## src/plgc_pkg.sv

```systemverilog
// Package: shared types and constants for the power-loss grace controller.
`timescale 1ns / 1ps

package plgc_pkg;

  // Power state codes
  localparam logic [2:0] ST_EXTERNAL    = 3'd0;
  localparam logic [2:0] ST_DEB_LOSS    = 3'd1;
  localparam logic [2:0] ST_GRACE       = 3'd2;
  localparam logic [2:0] ST_DEB_RESTORE = 3'd3;
  localparam logic [2:0] ST_COMMITTED   = 3'd4;

  // Event / acknowledge codes
  localparam logic [1:0] ACT_NONE     = 2'd0;
  localparam logic [1:0] ACT_REMOVED  = 2'd1;
  localparam logic [1:0] ACT_RESTORED = 2'd2;
  localparam logic [1:0] ACT_COMMIT   = 2'd3;

  // Event sequence codes
  localparam logic [1:0] SEQ_NONE   = 2'd0;
  localparam logic [1:0] SEQ_FIRST  = 2'd1;
  localparam logic [1:0] SEQ_SECOND = 2'd2;

  // Item mode
  localparam logic MODE_OBSERVE = 1'b0;
  localparam logic MODE_ACK     = 1'b1;

  // Configuration register indexes
  localparam logic [1:0] REG_DEBOUNCE = 2'd0;
  localparam logic [1:0] REG_COMMIT   = 2'd1;
  localparam logic [1:0] REG_ABS_OFF  = 2'd2;

  // Fallback timings in ms
  localparam logic [31:0] DEF_DEBOUNCE = 32'd500;
  localparam logic [31:0] DEF_COMMIT   = 32'd30000;
  localparam logic [31:0] DEF_ABS_OFF  = 32'd60000;

  // x / 1000 == (x * DIV_RECIP) >> DIV_SHIFT, exact for every 32-bit x
  localparam logic [31:0] DIV_RECIP = 32'h10624DD3;
  localparam int          DIV_SHIFT = 38;
  localparam int          SEC_W     = 23;

  typedef struct packed {
    logic [31:0] debounce_time;
    logic [31:0] commit_time;
    logic [31:0] absolute_off_time;
  } cfg_t;

  typedef struct packed {
    logic        mode;
    logic        adapter_on;
    logic [31:0] now_time;
    logic [1:0]  ack_action;
  } item_t;

  typedef struct packed {
    logic [2:0]  power_state;
    logic        grace_active;
    logic        shutdown_done;
    logic [31:0] incident_number;
    logic [1:0]  pending_action;
    logic [1:0]  action_sequence;
    logic        ack_ok;
  } hdr_t;

  typedef struct packed {
    hdr_t        hdr;
    logic [31:0] now_time;
    logic [31:0] grace_start;
    logic [31:0] abs_off;
  } fsm_out_t;

  typedef struct packed {
    hdr_t             hdr;
    logic [SEC_W-1:0] elapsed_sec;
    logic [SEC_W-1:0] remain_sec;
  } result_t;

endpackage

```

## src/plgc_fsm.sv

```systemverilog
// Power state machine, incident tracking and event flags, one item per cycle unless stalled.
`timescale 1ns / 1ps

module plgc_fsm import plgc_pkg::*; (
  input  logic     clk_i,
  input  logic     rst_ni,
  input  logic     in_valid_i,
  output logic     in_ready_o,
  input  item_t    item_i,
  input  cfg_t     cfg_i,
  output logic     out_valid_o,
  input  logic     out_ready_i,
  output fsm_out_t out_o
);

  logic [2:0]  state_q, state_d;
  logic [31:0] trans_start_q, trans_start_d;
  logic [31:0] grace_start_q, grace_start_d;
  logic [31:0] cur_inc_q, cur_inc_d;
  logic [31:0] prev_inc_q, prev_inc_d;
  logic        removed_q, removed_d;
  logic        restored_q, restored_d;
  logic        commit_q, commit_d;
  logic        valid_q;
  fsm_out_t    out_q, out_d;

  logic        timing_ok;
  logic [31:0] eff_deb, eff_commit, eff_abs;
  logic [31:0] since_trans, since_grace, inc_start, inc_base, inc_id;
  logic        ack_ok;
  logic        fire;

  assign in_ready_o = !valid_q || out_ready_i;
  assign fire       = in_valid_i && in_ready_o;

  // Fall back to all defaults unless debounce is nonzero and the three timings strictly ascend
  assign timing_ok = (cfg_i.debounce_time != 32'd0) &&
                     (cfg_i.commit_time > cfg_i.debounce_time) &&
                     (cfg_i.absolute_off_time > cfg_i.commit_time);
  assign eff_deb    = timing_ok ? cfg_i.debounce_time     : DEF_DEBOUNCE;
  assign eff_commit = timing_ok ? cfg_i.commit_time       : DEF_COMMIT;
  assign eff_abs    = timing_ok ? cfg_i.absolute_off_time : DEF_ABS_OFF;

  assign since_trans = item_i.now_time - trans_start_q;
  assign since_grace = item_i.now_time - grace_start_q;
  assign inc_start   = trans_start_q + eff_deb;
  assign inc_base    = (inc_start == 32'd0) ? 32'd1 : inc_start;
  assign inc_id      = (inc_base != prev_inc_q) ? inc_base :
                       (inc_base == 32'hFFFF_FFFF) ? 32'd1 : inc_base + 32'd1;

  always_comb begin
    state_d       = state_q;
    trans_start_d = trans_start_q;
    grace_start_d = grace_start_q;
    cur_inc_d     = cur_inc_q;
    prev_inc_d    = prev_inc_q;
    removed_d     = removed_q;
    restored_d    = restored_q;
    commit_d      = commit_q;
    ack_ok        = 1'b0;
    if (item_i.mode == MODE_OBSERVE) begin
      case (state_q)
        ST_EXTERNAL: begin
          if (!item_i.adapter_on) begin
            state_d       = ST_DEB_LOSS;
            trans_start_d = item_i.now_time;
          end
        end
        ST_DEB_LOSS: begin
          if (item_i.adapter_on) begin
            state_d = ST_EXTERNAL;
          end else if (since_trans >= eff_deb) begin
            // loss accepted: open an incident dated at debounce end
            state_d       = ST_GRACE;
            grace_start_d = inc_start;
            cur_inc_d     = inc_id;
            prev_inc_d    = inc_id;
            removed_d     = 1'b1;
            restored_d    = 1'b0;
            commit_d      = 1'b0;
          end
        end
        ST_GRACE: begin
          if (since_grace >= eff_commit) begin
            state_d  = ST_COMMITTED;
            commit_d = 1'b1;
          end else if (item_i.adapter_on) begin
            state_d       = ST_DEB_RESTORE;
            trans_start_d = item_i.now_time;
          end
        end
        ST_DEB_RESTORE: begin
          if (since_grace >= eff_commit) begin
            state_d  = ST_COMMITTED;
            commit_d = 1'b1;
          end else if (!item_i.adapter_on) begin
            state_d = ST_GRACE;
          end else if (since_trans >= eff_deb) begin
            state_d    = ST_EXTERNAL;
            restored_d = 1'b1;
          end
        end
        default: ;
      endcase
    end else begin
      case (item_i.ack_action)
        ACT_REMOVED: begin
          if (removed_q) begin
            removed_d = 1'b0;
            ack_ok    = 1'b1;
          end
        end
        ACT_RESTORED: begin
          if (restored_q) begin
            restored_d    = 1'b0;
            cur_inc_d     = 32'd0;
            grace_start_d = 32'd0;
            ack_ok        = 1'b1;
          end
        end
        ACT_COMMIT: begin
          if (commit_q) begin
            commit_d = 1'b0;
            ack_ok   = 1'b1;
          end
        end
        default: ;
      endcase
    end
  end

  always_comb begin
    out_d.hdr.power_state     = state_d;
    out_d.hdr.grace_active    = state_d inside {ST_GRACE, ST_DEB_RESTORE, ST_COMMITTED};
    out_d.hdr.shutdown_done   = (state_d == ST_COMMITTED);
    out_d.hdr.incident_number = cur_inc_d;
    out_d.hdr.ack_ok          = ack_ok;
    if (commit_d) begin
      out_d.hdr.pending_action  = ACT_COMMIT;
      out_d.hdr.action_sequence = SEQ_SECOND;
    end else if (removed_d) begin
      out_d.hdr.pending_action  = ACT_REMOVED;
      out_d.hdr.action_sequence = SEQ_FIRST;
    end else if (restored_d) begin
      out_d.hdr.pending_action  = ACT_RESTORED;
      out_d.hdr.action_sequence = SEQ_SECOND;
    end else begin
      out_d.hdr.pending_action  = ACT_NONE;
      out_d.hdr.action_sequence = SEQ_NONE;
    end
    out_d.now_time    = item_i.now_time;
    out_d.grace_start = grace_start_d;
    out_d.abs_off     = eff_abs;
  end

  always_ff @(posedge clk_i or negedge rst_ni) begin
    if (!rst_ni) begin
      state_q       <= ST_EXTERNAL;
      trans_start_q <= 32'd0;
      grace_start_q <= 32'd0;
      cur_inc_q     <= 32'd0;
      prev_inc_q    <= 32'd0;
      removed_q     <= 1'b0;
      restored_q    <= 1'b0;
      commit_q      <= 1'b0;
      valid_q       <= 1'b0;
    end else begin
      if (fire) begin
        state_q       <= state_d;
        trans_start_q <= trans_start_d;
        grace_start_q <= grace_start_d;
        cur_inc_q     <= cur_inc_d;
        prev_inc_q    <= prev_inc_d;
        removed_q     <= removed_d;
        restored_q    <= restored_d;
        commit_q      <= commit_d;
      end
      if (in_ready_o) begin
        valid_q <= in_valid_i;
      end
    end
  end

  always_ff @(posedge clk_i) begin
    if (fire) begin
      out_q <= out_d;
    end
  end

  assign out_valid_o = valid_q;
  assign out_o       = out_q;

endmodule

```

## src/plgc_time.sv

```systemverilog
// Elapsed and remaining seconds: difference, reciprocal multiply, round and select.
`timescale 1ns / 1ps

module plgc_time import plgc_pkg::*; (
  input  logic     clk_i,
  input  logic     rst_ni,
  input  logic     in_valid_i,
  output logic     in_ready_o,
  input  fsm_out_t in_i,
  output logic     out_valid_o,
  input  logic     out_ready_i,
  output result_t  out_o
);

  // Difference stage
  logic        v2_q;
  hdr_t        hdr2_q;
  logic [31:0] el2_q, rem2_q;
  logic        has_el2_q, has_rem2_q;
  logic [31:0] el_d;

  // Multiply stage
  logic             v3_q;
  hdr_t             hdr3_q;
  logic [SEC_W-1:0] q_el3_q, q_rem3_q;
  logic             has_el3_q, has_rem3_q;
  logic [63:0]      prod_el, prod_rem;

  // Result stage
  logic    vo_q;
  result_t res_q;

  logic rdy_o, rdy_3, rdy_2;

  assign rdy_o      = !vo_q || out_ready_i;
  assign rdy_3      = !v3_q || rdy_o;
  assign rdy_2      = !v2_q || rdy_3;
  assign in_ready_o = rdy_2;

  assign el_d     = in_i.now_time - in_i.grace_start;
  assign prod_el  = 64'(el2_q) * 64'(DIV_RECIP);
  assign prod_rem = 64'(rem2_q) * 64'(DIV_RECIP);

  always_ff @(posedge clk_i or negedge rst_ni) begin
    if (!rst_ni) begin
      v2_q <= 1'b0;
      v3_q <= 1'b0;
      vo_q <= 1'b0;
    end else begin
      if (rdy_2) v2_q <= in_valid_i;
      if (rdy_3) v3_q <= v2_q;
      if (rdy_o) vo_q <= v3_q;
    end
  end

  always_ff @(posedge clk_i) begin
    if (in_valid_i && rdy_2) begin
      hdr2_q     <= in_i.hdr;
      el2_q      <= el_d;
      // ceil(d / 1000) taken as floor((d - 1) / 1000) + 1, d nonzero here
      rem2_q     <= in_i.abs_off - el_d - 32'd1;
      has_el2_q  <= (in_i.hdr.incident_number != 32'd0);
      has_rem2_q <= (in_i.hdr.incident_number != 32'd0) && (el_d < in_i.abs_off);
    end
    if (v2_q && rdy_3) begin
      hdr3_q     <= hdr2_q;
      q_el3_q    <= prod_el[DIV_SHIFT +: SEC_W];
      q_rem3_q   <= prod_rem[DIV_SHIFT +: SEC_W];
      has_el3_q  <= has_el2_q;
      has_rem3_q <= has_rem2_q;
    end
    if (v3_q && rdy_o) begin
      res_q.hdr         <= hdr3_q;
      res_q.elapsed_sec <= has_el3_q ? q_el3_q : '0;
      res_q.remain_sec  <= has_rem3_q ? q_rem3_q + SEC_W'(1) : '0;
    end
  end

  assign out_valid_o = vo_q;
  assign out_o       = res_q;

endmodule

```

## src/power_loss_grace_controller_top.sv

```systemverilog
// Top level: stream ports, config registers, input register and the two engines.
// Path: the input register loads on the input transfer; then the state machine stage,
//   difference stage, multiply stage and result register follow in that order.
// Throughput: one item per cycle without back-pressure; only the FSM closes a loop.
// Reset: async active low; state external, no incident, flags clear, timings at defaults.
`timescale 1ns / 1ps

module power_loss_grace_controller_top import plgc_pkg::*; (
  input  logic        clk_i,
  input  logic        rst_ni,
  // Input stream
  input  logic        s_axis_tvalid,
  output logic        s_axis_tready,
  input  logic [39:0] s_axis_tdata,   // [0] adapter_on, [32:1] now_time, [34:33] ack_action
  input  logic        s_axis_tuser,   // [0] mode
  // Result stream
  output logic        m_axis_tvalid,
  input  logic        m_axis_tready,
  // [2:0] power_state, [3] grace_active, [4] shutdown_done, [36:5] incident_number,
  // [38:37] pending_action, [40:39] action_sequence, [63:41] elapsed_sec,
  // [86:64] remain_sec, [87] ack_ok
  output logic [87:0] m_axis_tdata,
  // Configuration write channel
  input  logic        cfg_valid_i,
  output logic        cfg_ready_o,
  input  logic [1:0]  cfg_index_i,
  input  logic [31:0] cfg_data_i
);

  cfg_t     cfg_q;
  logic     s0_valid_q;
  item_t    s0_item_q;
  logic     s0_ready;
  logic     fsm_in_ready;
  logic     fsm_valid;
  fsm_out_t fsm_out;
  logic     tm_ready;
  result_t  res;

  // Take config only while the input register, state machine output and result are empty
  assign cfg_ready_o = !s0_valid_q && !fsm_valid && tm_ready && !m_axis_tvalid;

  always_ff @(posedge clk_i or negedge rst_ni) begin
    if (!rst_ni) begin
      cfg_q.debounce_time     <= DEF_DEBOUNCE;
      cfg_q.commit_time       <= DEF_COMMIT;
      cfg_q.absolute_off_time <= DEF_ABS_OFF;
    end else if (cfg_valid_i && cfg_ready_o) begin
      case (cfg_index_i)
        REG_DEBOUNCE: cfg_q.debounce_time     <= cfg_data_i;
        REG_COMMIT:   cfg_q.commit_time       <= cfg_data_i;
        REG_ABS_OFF:  cfg_q.absolute_off_time <= cfg_data_i;
        default: ;  // unmapped index: drop the write
      endcase
    end
  end

  // Input register: accept a new transfer when empty or when the state machine drains it
  assign s0_ready      = !s0_valid_q || fsm_in_ready;
  assign s_axis_tready = s0_ready;

  always_ff @(posedge clk_i or negedge rst_ni) begin
    if (!rst_ni) begin
      s0_valid_q <= 1'b0;
    end else if (s0_ready) begin
      s0_valid_q <= s_axis_tvalid;
    end
  end

  always_ff @(posedge clk_i) begin
    if (s_axis_tvalid && s0_ready) begin
      s0_item_q.mode       <= s_axis_tuser;
      s0_item_q.adapter_on <= s_axis_tdata[0];
      s0_item_q.now_time   <= s_axis_tdata[32:1];
      s0_item_q.ack_action <= s_axis_tdata[34:33];
    end
  end

  // State machine: advances once per item as the item leaves the input register
  plgc_fsm u_fsm (
    .clk_i       (clk_i),
    .rst_ni      (rst_ni),
    .in_valid_i  (s0_valid_q),
    .in_ready_o  (fsm_in_ready),
    .item_i      (s0_item_q),
    .cfg_i       (cfg_q),
    .out_valid_o (fsm_valid),
    .out_ready_i (tm_ready),
    .out_o       (fsm_out)
  );

  // Seconds arithmetic and the result register
  plgc_time u_time (
    .clk_i       (clk_i),
    .rst_ni      (rst_ni),
    .in_valid_i  (fsm_valid),
    .in_ready_o  (tm_ready),
    .in_i        (fsm_out),
    .out_valid_o (m_axis_tvalid),
    .out_ready_i (m_axis_tready),
    .out_o       (res)
  );

  assign m_axis_tdata = {res.hdr.ack_ok, res.remain_sec, res.elapsed_sec,
                         res.hdr.action_sequence, res.hdr.pending_action,
                         res.hdr.incident_number, res.hdr.shutdown_done,
                         res.hdr.grace_active, res.hdr.power_state};

endmodule

```

## config.mk

```make
export PLATFORM = sky130hd
export DESIGN_NAME = power_loss_grace_controller_top
export DESIGN_NICKNAME = d
export VERILOG_FILES = /design/src/plgc_pkg.sv /design/src/plgc_fsm.sv /design/src/plgc_time.sv /design/src/power_loss_grace_controller_top.sv
export SDC_FILE = /design/constraint.sdc
export NUM_CORES = 2
export LEC_CHECK = 0
export BUFFER_PORTS_ARGS = -buffer_cell sky130_fd_sc_hd__buf_4
export CAP_MARGIN = 20
export CORE_MARGIN = 4
export CORE_UTILIZATION = 55
export DETAILED_ROUTE_END_ITERATION = 6
export PLACE_DENSITY = 0.82
export SLEW_MARGIN = 10
export SYNTH_ARGS = -nofsm -noshare
export SYNTH_HDL_FRONTEND = slang
export SYNTH_SLANG_ARGS = --single-unit
```

## constraint.sdc

```tcl
create_clock -name clk_i -period 10.3 [get_ports clk_i]
set_clock_uncertainty 0.2 [all_clocks]
set_input_delay 0.515 -clock clk_i [delete_from_list [all_inputs] [get_ports clk_i]]
set_output_delay 0.515 -clock clk_i [all_outputs]
set_load 0.005 [all_outputs]
```

Yosys cells after proc, flatten, opt, wreduce, memory -nomap -nowiden. Cells that the tools add are included.

Bits of input ports: 80. Output and inout bits: 91. Flip-flop bits (word level): 695. Word-level logic and storage cells: 187.

Bitwise logic cells: 2. $add $sub $neg: 8. $lt $le $gt $ge: 5. Mux-type cells: 56. Reductions and logical operators: 36. Multipliers: 2. Eq/ne operators: 16.

Operators by type and width (number): two-way mux 32 bit (20); subtractor 32 bit (4); multiplier 32 x 29 -> 61 bit (second input constant) (2); greater-or-equal comparator 32 bit (2); > comparator 32 bit (2); one-hot mux 32 bit (2 select lines) (1); nonzero test 32 bit (2); adder 32 x 1 -> 32 bit (second input constant) (1); adder 32 bit (1); == test 32 bit (second input constant) (1); logical NOT 32 bit (1); less-than comparator 32 bit (1); inequality test 32 bit (1); subtractor 32 x 1 -> 32 bit (second input constant) (1); two-way mux 3 bit (9); adder 23 x 1 -> 23 bit (second input constant) (1); two-way mux 1 bit (20); == test 3 x 2 -> 1 bit (second input constant) (4); logical AND 1 bit (12); one-hot mux 3 bit (4 select lines) (1); two-way mux 4 bit (2); == test 2 bit (second input constant) (3); inequality test 2 bit (second input constant) (3); AND reduction 2 bit (3); other kinds (15) (27).

Depth between registers and ports, before layout.
Depth after elaboration: 14. Mapped depth: 43.

By module. A second synthesis with hierarchy kept.

Cell total of the unflattened synthesis: 6666. Area, all modules: 68886.1 um^2.

By module, submodules not included: plgc_time (sequential area each 8663.3 um^2, instances 1, cells an instance 3941, area each 42269.3 um^2); plgc_fsm (sequential area each 7492.2 um^2, instances 1, cells an instance 2477, area each 21838.4 um^2); power_loss_grace_controller_top (sequential area each 3533.4 um^2, instances 1, cells an instance 248, area each 4778.3 um^2).

Least setup slack after synthesis. OpenSTA, ideal clock, no wires.

Kind: reg2reg. From: reg cfg_q[69] (netlist name). To: reg u_fsm.out_q, in the netlist u_fsm.out_o[108], data pin. Cell stages (with the launch flop): 42. Setup slack: 695 ps. Data arrival time: 9139 ps. Path buffers: 2. Period minus slack after synthesis: 9605 ps. Required time: 9834 ps. Setup time: 266 ps. Cell sequence: dfstp_2 > inv_1 > ha_1 > nand3_1 > or4_1 > a21o_1 > a21oi_1 > nor3_1 > nor2_1 > clkbuf_1 > clkbuf_1 > and2_1 > ha_1 > inv_1 > fa_1 > nor2b_1 > o31a_1 > o211ai_1 > [6 not listed] > a311oi_2 > o311ai_0 > nor4_1 > and2_1 > a31oi_1 > inv_1 > ha_1 > nand3_1 > nor2_1 > and3_1 > nand3_1 > nor3_1 > nand4_1 > or4_1 > nand2_1 > or4b_4 > a31oi_1 > o21ai_1.

Cells in the longest elaborated chain, start to end: 14. Elaborated cells between the ends (all ways): 18.

Ends and longest elaborated chain: start: declaration (RTL line power_loss_grace_controller_top.sv:30) `cfg_t cfg_q;`; > comparator 32 bit or nonzero test 32 bit (tied branches) (RTL line plgc_fsm.sv:38, plgc_fsm.sv:37); logical AND 1 bit (RTL line plgc_fsm.sv:37) `assign timing_ok = (cfg_i.debounce_time != 32'd0) &&`; logical AND 1 bit (RTL line plgc_fsm.sv:38) `(cfg_i.commit_time > cfg_i.debounce_time) &&`; two-way mux 32 bit * (RTL line plgc_fsm.sv:40) `assign eff_deb = timing_ok ? cfg_i.debounce_time : DEF_DEBOUNCE;`; adder 32 bit (RTL line plgc_fsm.sv:46) `assign inc_start = trans_start_q + eff_deb;`; logical NOT 32 bit (RTL line plgc_fsm.sv:47) `assign inc_base = (inc_start == 32'd0) ? 32'd1 : inc_start;`; two-way mux 32 bit (RTL line plgc_fsm.sv:47); adder 32 x 1 -> 32 bit or == test 32 bit (tied branches) (RTL line plgc_fsm.sv:49) `(inc_base == 32'hFFFF_FFFF) ? 32'd1 : inc_base + 32'd1;`; two-way mux 32 bit (RTL line plgc_fsm.sv:49); two-way mux 32 bit (RTL line plgc_fsm.sv:48) `assign inc_id = (inc_base != prev_inc_q) ? inc_base :`; two-way mux 32 bit * (RTL line plgc_fsm.sv:72) `end else if (since_trans >= eff_deb) begin`; two-way mux 32 bit * (RTL line plgc_fsm.sv:70) `if (item_i.adapter_on) begin`; two-way mux 32 bit * (RTL line plgc_fsm.sv:62) `case (state_q)`; two-way mux 32 bit * (RTL line plgc_fsm.sv:61) `if (item_i.mode == MODE_OBSERVE) begin`; via u_fsm.cur_inc_d[7] (RTL line plgc_fsm.sv:19) `logic [31:0] cur_inc_q, cur_inc_d;`; end signal: assignment (RTL line plgc_fsm.sv:186) `out_q <= out_d;`; end: declaration (RTL line plgc_fsm.sv:25) `fsm_out_t out_q, out_d;`.

Mark *: on every way through the listed nets, which the timed path passes. The rest lies on a longest branch. A chain may end at the register's enable or synchronous reset.

Final worst setup path.
From: reg u_time.el2_q[16]. To: reg u_time.q_el3_q[22], data pin.

Cells in the longest elaborated chain, start to end: 1.

Ends and longest elaborated chain: start: declaration (RTL line plgc_time.sv:18) `logic [31:0] el2_q, rem2_q;`; start signal: assignment (RTL line plgc_time.sv:59) `el2_q <= el_d;`; multiplier 32 x 29 -> 61 bit (RTL line plgc_time.sv:41) `assign prod_el = 64'(el2_q) * 64'(DIV_RECIP);`; via u_time.prod_el[60] (RTL line plgc_time.sv:27) `logic [63:0] prod_el, prod_rem;`; end signal: assignment (RTL line plgc_time.sv:67) `q_el3_q <= prod_el[DIV_SHIFT +: SEC_W];`; end: declaration (RTL line plgc_time.sv:25) `logic [SEC_W-1:0] q_el3_q, q_rem3_q;`.

The timed path passes the listed nets, and every way through them passes these cells.

==> out/qor.json <==
{
  "outcome": {
    "run_status": "finished clean"
  },
  "die": {
    "design.core.area_sq_um": 118000,
    "die_height_um": 353,
    "die_x_um": 353,
    "placement_rows": 126,
    "die_outline_area_sq_um": 124000,
    "design.portCount": 171,
    "start_util_pct": 55.4
  },
  "global_route": {
    "grt_antenna_before_repair": 12,
    "grt_use_total_pct": 28.2,
    "first_global_vias": 49300,
    "grt_first_pass_wirelength_mm": 275,
    "globalRoute.totalOverflow": 0,
    "largest_net_degree_at_the_start_of_global_routing": 149
  },
  "logic_synthesis": {
    "synth_nets": 7905,
    "number_of_enable_flip_flop_cells_after_synthesis": 456,
    "ys_ff_latch": 691,
    "asr_flop_ratio_synth_pct": 34.0,
    "synth_top_flop_cell": "sky130_fd_sc_hd__edfxtp_1",
    "synthDominantAreaCellType": "sky130_fd_sc_hd__edfxtp_1",
    "post_synth_main_area_contributors": "sky130_fd_sc_hd__edfxtp_1, sky130_fd_sc_hd__ha_1, sky130_fd_sc_hd__fa_1, sky130_fd_sc_hd__dfrtp_1, sky130_fd_sc_hd__inv_1",
    "synth.yosys.seq_area_share_pct": 30.0,
    "avgSynthCellArea_sq_um": 10.6,
    "synth_cell_type_count": 94,
    "synth-warning-count": 0,
    "postSynthCellCount": 6138,
    "synth_top_cell_area_share_pct": 20.9,
    "synthesis.area_sq_um": 65400
  },
  "critical_path": {
    "cp-start-kind": "flip-flop",
    "worst_setup_path_startpoint": "u_time.el2_q[16]",
    "worst_r2r_path_depth": 29,
    "critical-path-max-stage-delay_ns": 0.72,
    "critical_path_required_ns": 10.51,
    "crit_type": "reg2reg",
    "capture_point_of_the_critical_path": "u_time.q_el3_q[22]",
    "setup.worst_path.end_class": "flip-flop",
    "crit_arrival_ns": 10.07,
    "worst_path_max_delay_cell": "sky130_fd_sc_hd__edfxtp_1",
    "critical_path.reg2reg.startpoint": "u_time.el2_q[16]",
    "crit_path_max_fanout": 6,
    "worst_path_most_repeated_cell": "sky130_fd_sc_hd__fa_1",
    "worst_r2r_endpoint": "u_time.q_el3_q[22]",
    "worst-r2r-setup-slack_ns": 0.44
  },
  "placed_design": {
    "dp.final_hpwl_mm": 142,
    "io_buffer_count": 165,
    "numPlacedInstances": 7853,
    "gp_congestion": 0.977,
    "worst_slack_at_placement_ns": 0.296
  },
  "drt": {
    "initialDrtViolationCount": 3430,
    "routed-via-count": 46700,
    "drc": 0,
    "firstDrtPassIters": 6,
    "postRouteWirelength_mm": 175,
    "vias_per_cell": 5.78,
    "avgRoutedWirePerCell_um": 21.7,
    "routed.top_layer": "met4",
    "dr_wl_met2_mm": 85.0,
    "routed-wl-met3_mm": 10.6,
    "final_antenna_net_count": 0,
    "metal_1_wl_mm": 68.9
  },
  "sta": {
    "slew_margin_rel_pct": 17.1,
    "grt_setup_unrepaired": "no",
    "setup_total_negative_slack_ns": 0,
    "setup-violations-final": 0,
    "final_max_slew_viol_count": 0,
    "final_period_demand_of_the_worst_path_ns": 9.86,
    "worstMarginPinSlew_ns": 1.23,
    "max_clock_freq_mhz": 101,
    "final_critical_path_setup_slack_ns": 0.445,
    "fin_crit_sh_pct": 95.7,
    "number_of_hold_slack_violations_in_the_final_timing_report": 0
  },
  "cts": {
    "cts.htree.levels": 3,
    "clkLatencyLatePin_ns": 0.68,
    "root_buffer": "sky130_fd_sc_hd__clkbuf_16",
    "post-cts-setup-buffer-count": 0,
    "cts_buffer_depth": 3,
    "cts_inserted_buffers": 75,
    "numClockSinks": 691,
    "cts.reportedPaths.clkPinSlew_ns": 0.06,
    "cts_tree": "done"
  },
  "finish": {
    "layout-drive-gt1-share_pct": 8.84,
    "layout_common_cells": "sky130_fd_sc_hd__inv_1, sky130_fd_sc_hd__ha_1, sky130_fd_sc_hd__fa_1",
    "register_area_sq_um": 19600,
    "nFillCells": 9090,
    "multi_input_gate_area_sq_um": 41100,
    "final_cell_count_no_fill": 8071,
    "syn2layout_area_growth_pct": 10.7,
    "commonest_non_fill_non_tap_cell_in_the_layout": "sky130_fd_sc_hd__inv_1",
    "fin_util_pct": 61.3,
    "design.final.nets": 8231
  },
  "flow_run": {
    "cap_violations": 0
  },
  "hold_path": {
    "worst_hold_path_type": "in2reg"
  }
}
-- how the worst min path moves through the flow --
| stage | startpoint | to | slack [ns] | cells after the start |
|---|---|---|---|---|
| after floorplan | rst_ni | cfg_q[0] | 0.02 | 0 |
| after global placement | u_fsm.out_o[135] | u_time.hdr2_q[39] | 0.20 | 0 |
| after detailed placement | u_time.hdr2_q[35] | u_time.hdr3_q[35] | 0.20 | 0 |
| after CTS | m_axis_tready | u_time.v3_q | 0.01 | 4 |
| after global routing | m_axis_tready | u_time.v2_q | 0.06 | 4 |
| final | m_axis_tready | u_time.v3_q | 0.03 | 4 |
-- critical path, delay by kind of cell, from the launching register on --
| family | cells | cell delay, ns |
|---|---|---|
| AO/OA/AOI/OAI | 16 | 4.07 |
| AND/OR/NAND/NOR | 2 | 0.47 |
| buffers and inverters | 2 | 0.12 |
| flip-flops | 1 | 0.72 |
| adder cells (fa/ha/maj) | 9 | 4.01 |
-- registers in the layout, indices dropped and copies added (netlist names), 3 cells and up --
| register | flops |
|---|---|
| u_fsm.prev_inc_q | 32 |
| s0_item_q | 36 |
| u_fsm.cur_inc_q | 32 |
| u_fsm.out_o | 137 |
| u_fsm.state_q | 3 |
| u_time.q_el3_q | 23 |
| u_fsm.trans_start_q | 32 |
| u_fsm.grace_start_q | 32 |
| u_time.hdr3_q | 41 |
| u_time.hdr2_q | 41 |
| cfg_q | 96 |
| u_time.el2_q | 32 |
| u_time.q_rem3_q | 23 |
| u_time.out_o | 87 |
| u_time.rem2_q | 32 |
-- cells by family after synthesis --
| group | count (synthesis) | share of synthesized area (%) |
|---|---|---|
| compound gates | 912 | 9.07 |
| xor+xnor | 219 | 3.03 |
| mux | 95 | 1.61 |
| fa+ha+maj | 1694 | 39.3 |
| flops | 691 | 30.0 |
| simple gates | 1268 | 9.73 |
| buf+inv | 1259 | 7.27 |
-- final cells by class --
cell class / instances / area share, %
multi-input combinational: 4188 / 56.8
sequential: 691 / 27.1
inverter: 1152 / 5.98
timing repair buffer: 356 / 4.00
clock buffer: 94 / 2.78
tap: 1536 / 2.66
clock inverter: 44 / 0.609
antenna: 10 / 0.0346
-- routing by layer --
layer  track usage, %  vias to the layer above
li1                 -                    21500
met1             35.1                    23100
met2             48.2                     1662
met3             3.82                      460
met4             14.7                        0
met5                0                        -
-- metrics by stage --
step	hold slack [ns]	area (sq um)
after floorplan	0.0194	65400
after global placement	0.201	69100
after detailed placement	0.205	69100
after CTS	0.0119	72300
after global routing	0.0619	72300
final	0.0275	72300
-- cell usage after synthesis, types with 22 or more instances --
library cell / number
sky130_fd_sc_hd__nor2_1: 225
sky130_fd_sc_hd__nand3_1: 94
sky130_fd_sc_hd__inv_1: 1152
sky130_fd_sc_hd__a31oi_1: 31
sky130_fd_sc_hd__nor3_1: 89
sky130_fd_sc_hd__nand2b_1: 52
sky130_fd_sc_hd__o211ai_1: 29
sky130_fd_sc_hd__o21ai_0: 271
sky130_fd_sc_hd__nor2b_1: 53
sky130_fd_sc_hd__nand2_1: 395
sky130_fd_sc_hd__and3_1: 34
sky130_fd_sc_hd__or3_1: 50
sky130_fd_sc_hd__edfxtp_1: 456
sky130_fd_sc_hd__a22o_1: 24
sky130_fd_sc_hd__dfrtp_1: 215
sky130_fd_sc_hd__fa_1: 601
sky130_fd_sc_hd__nor4_1: 29
sky130_fd_sc_hd__mux2_2: 80
sky130_fd_sc_hd__a211oi_1: 32
sky130_fd_sc_hd__a21oi_1: 181
sky130_fd_sc_hd__xor2_1: 56
sky130_fd_sc_hd__o21a_1: 36
sky130_fd_sc_hd__clkbuf_1: 88
sky130_fd_sc_hd__nor3b_1: 22
sky130_fd_sc_hd__nand4_1: 49
sky130_fd_sc_hd__a21boi_0: 22
sky130_fd_sc_hd__and2_1: 96
sky130_fd_sc_hd__ha_1: 1086
sky130_fd_sc_hd__xnor2_1: 158
sky130_fd_sc_hd__a21o_1: 114
sky130_fd_sc_hd__a211o_1: 23
-- repair_timing --
action / in CTS / in global routing
hold buffers: 70 / 0
setup endpoints to repair: 0 / 50
resized for setup: 0 / 8
hold endpoints to repair: 220 / 0
Power is not shown: default switching activity piles up to over one toggle a cycle in this logic, so the estimate is an artifact.
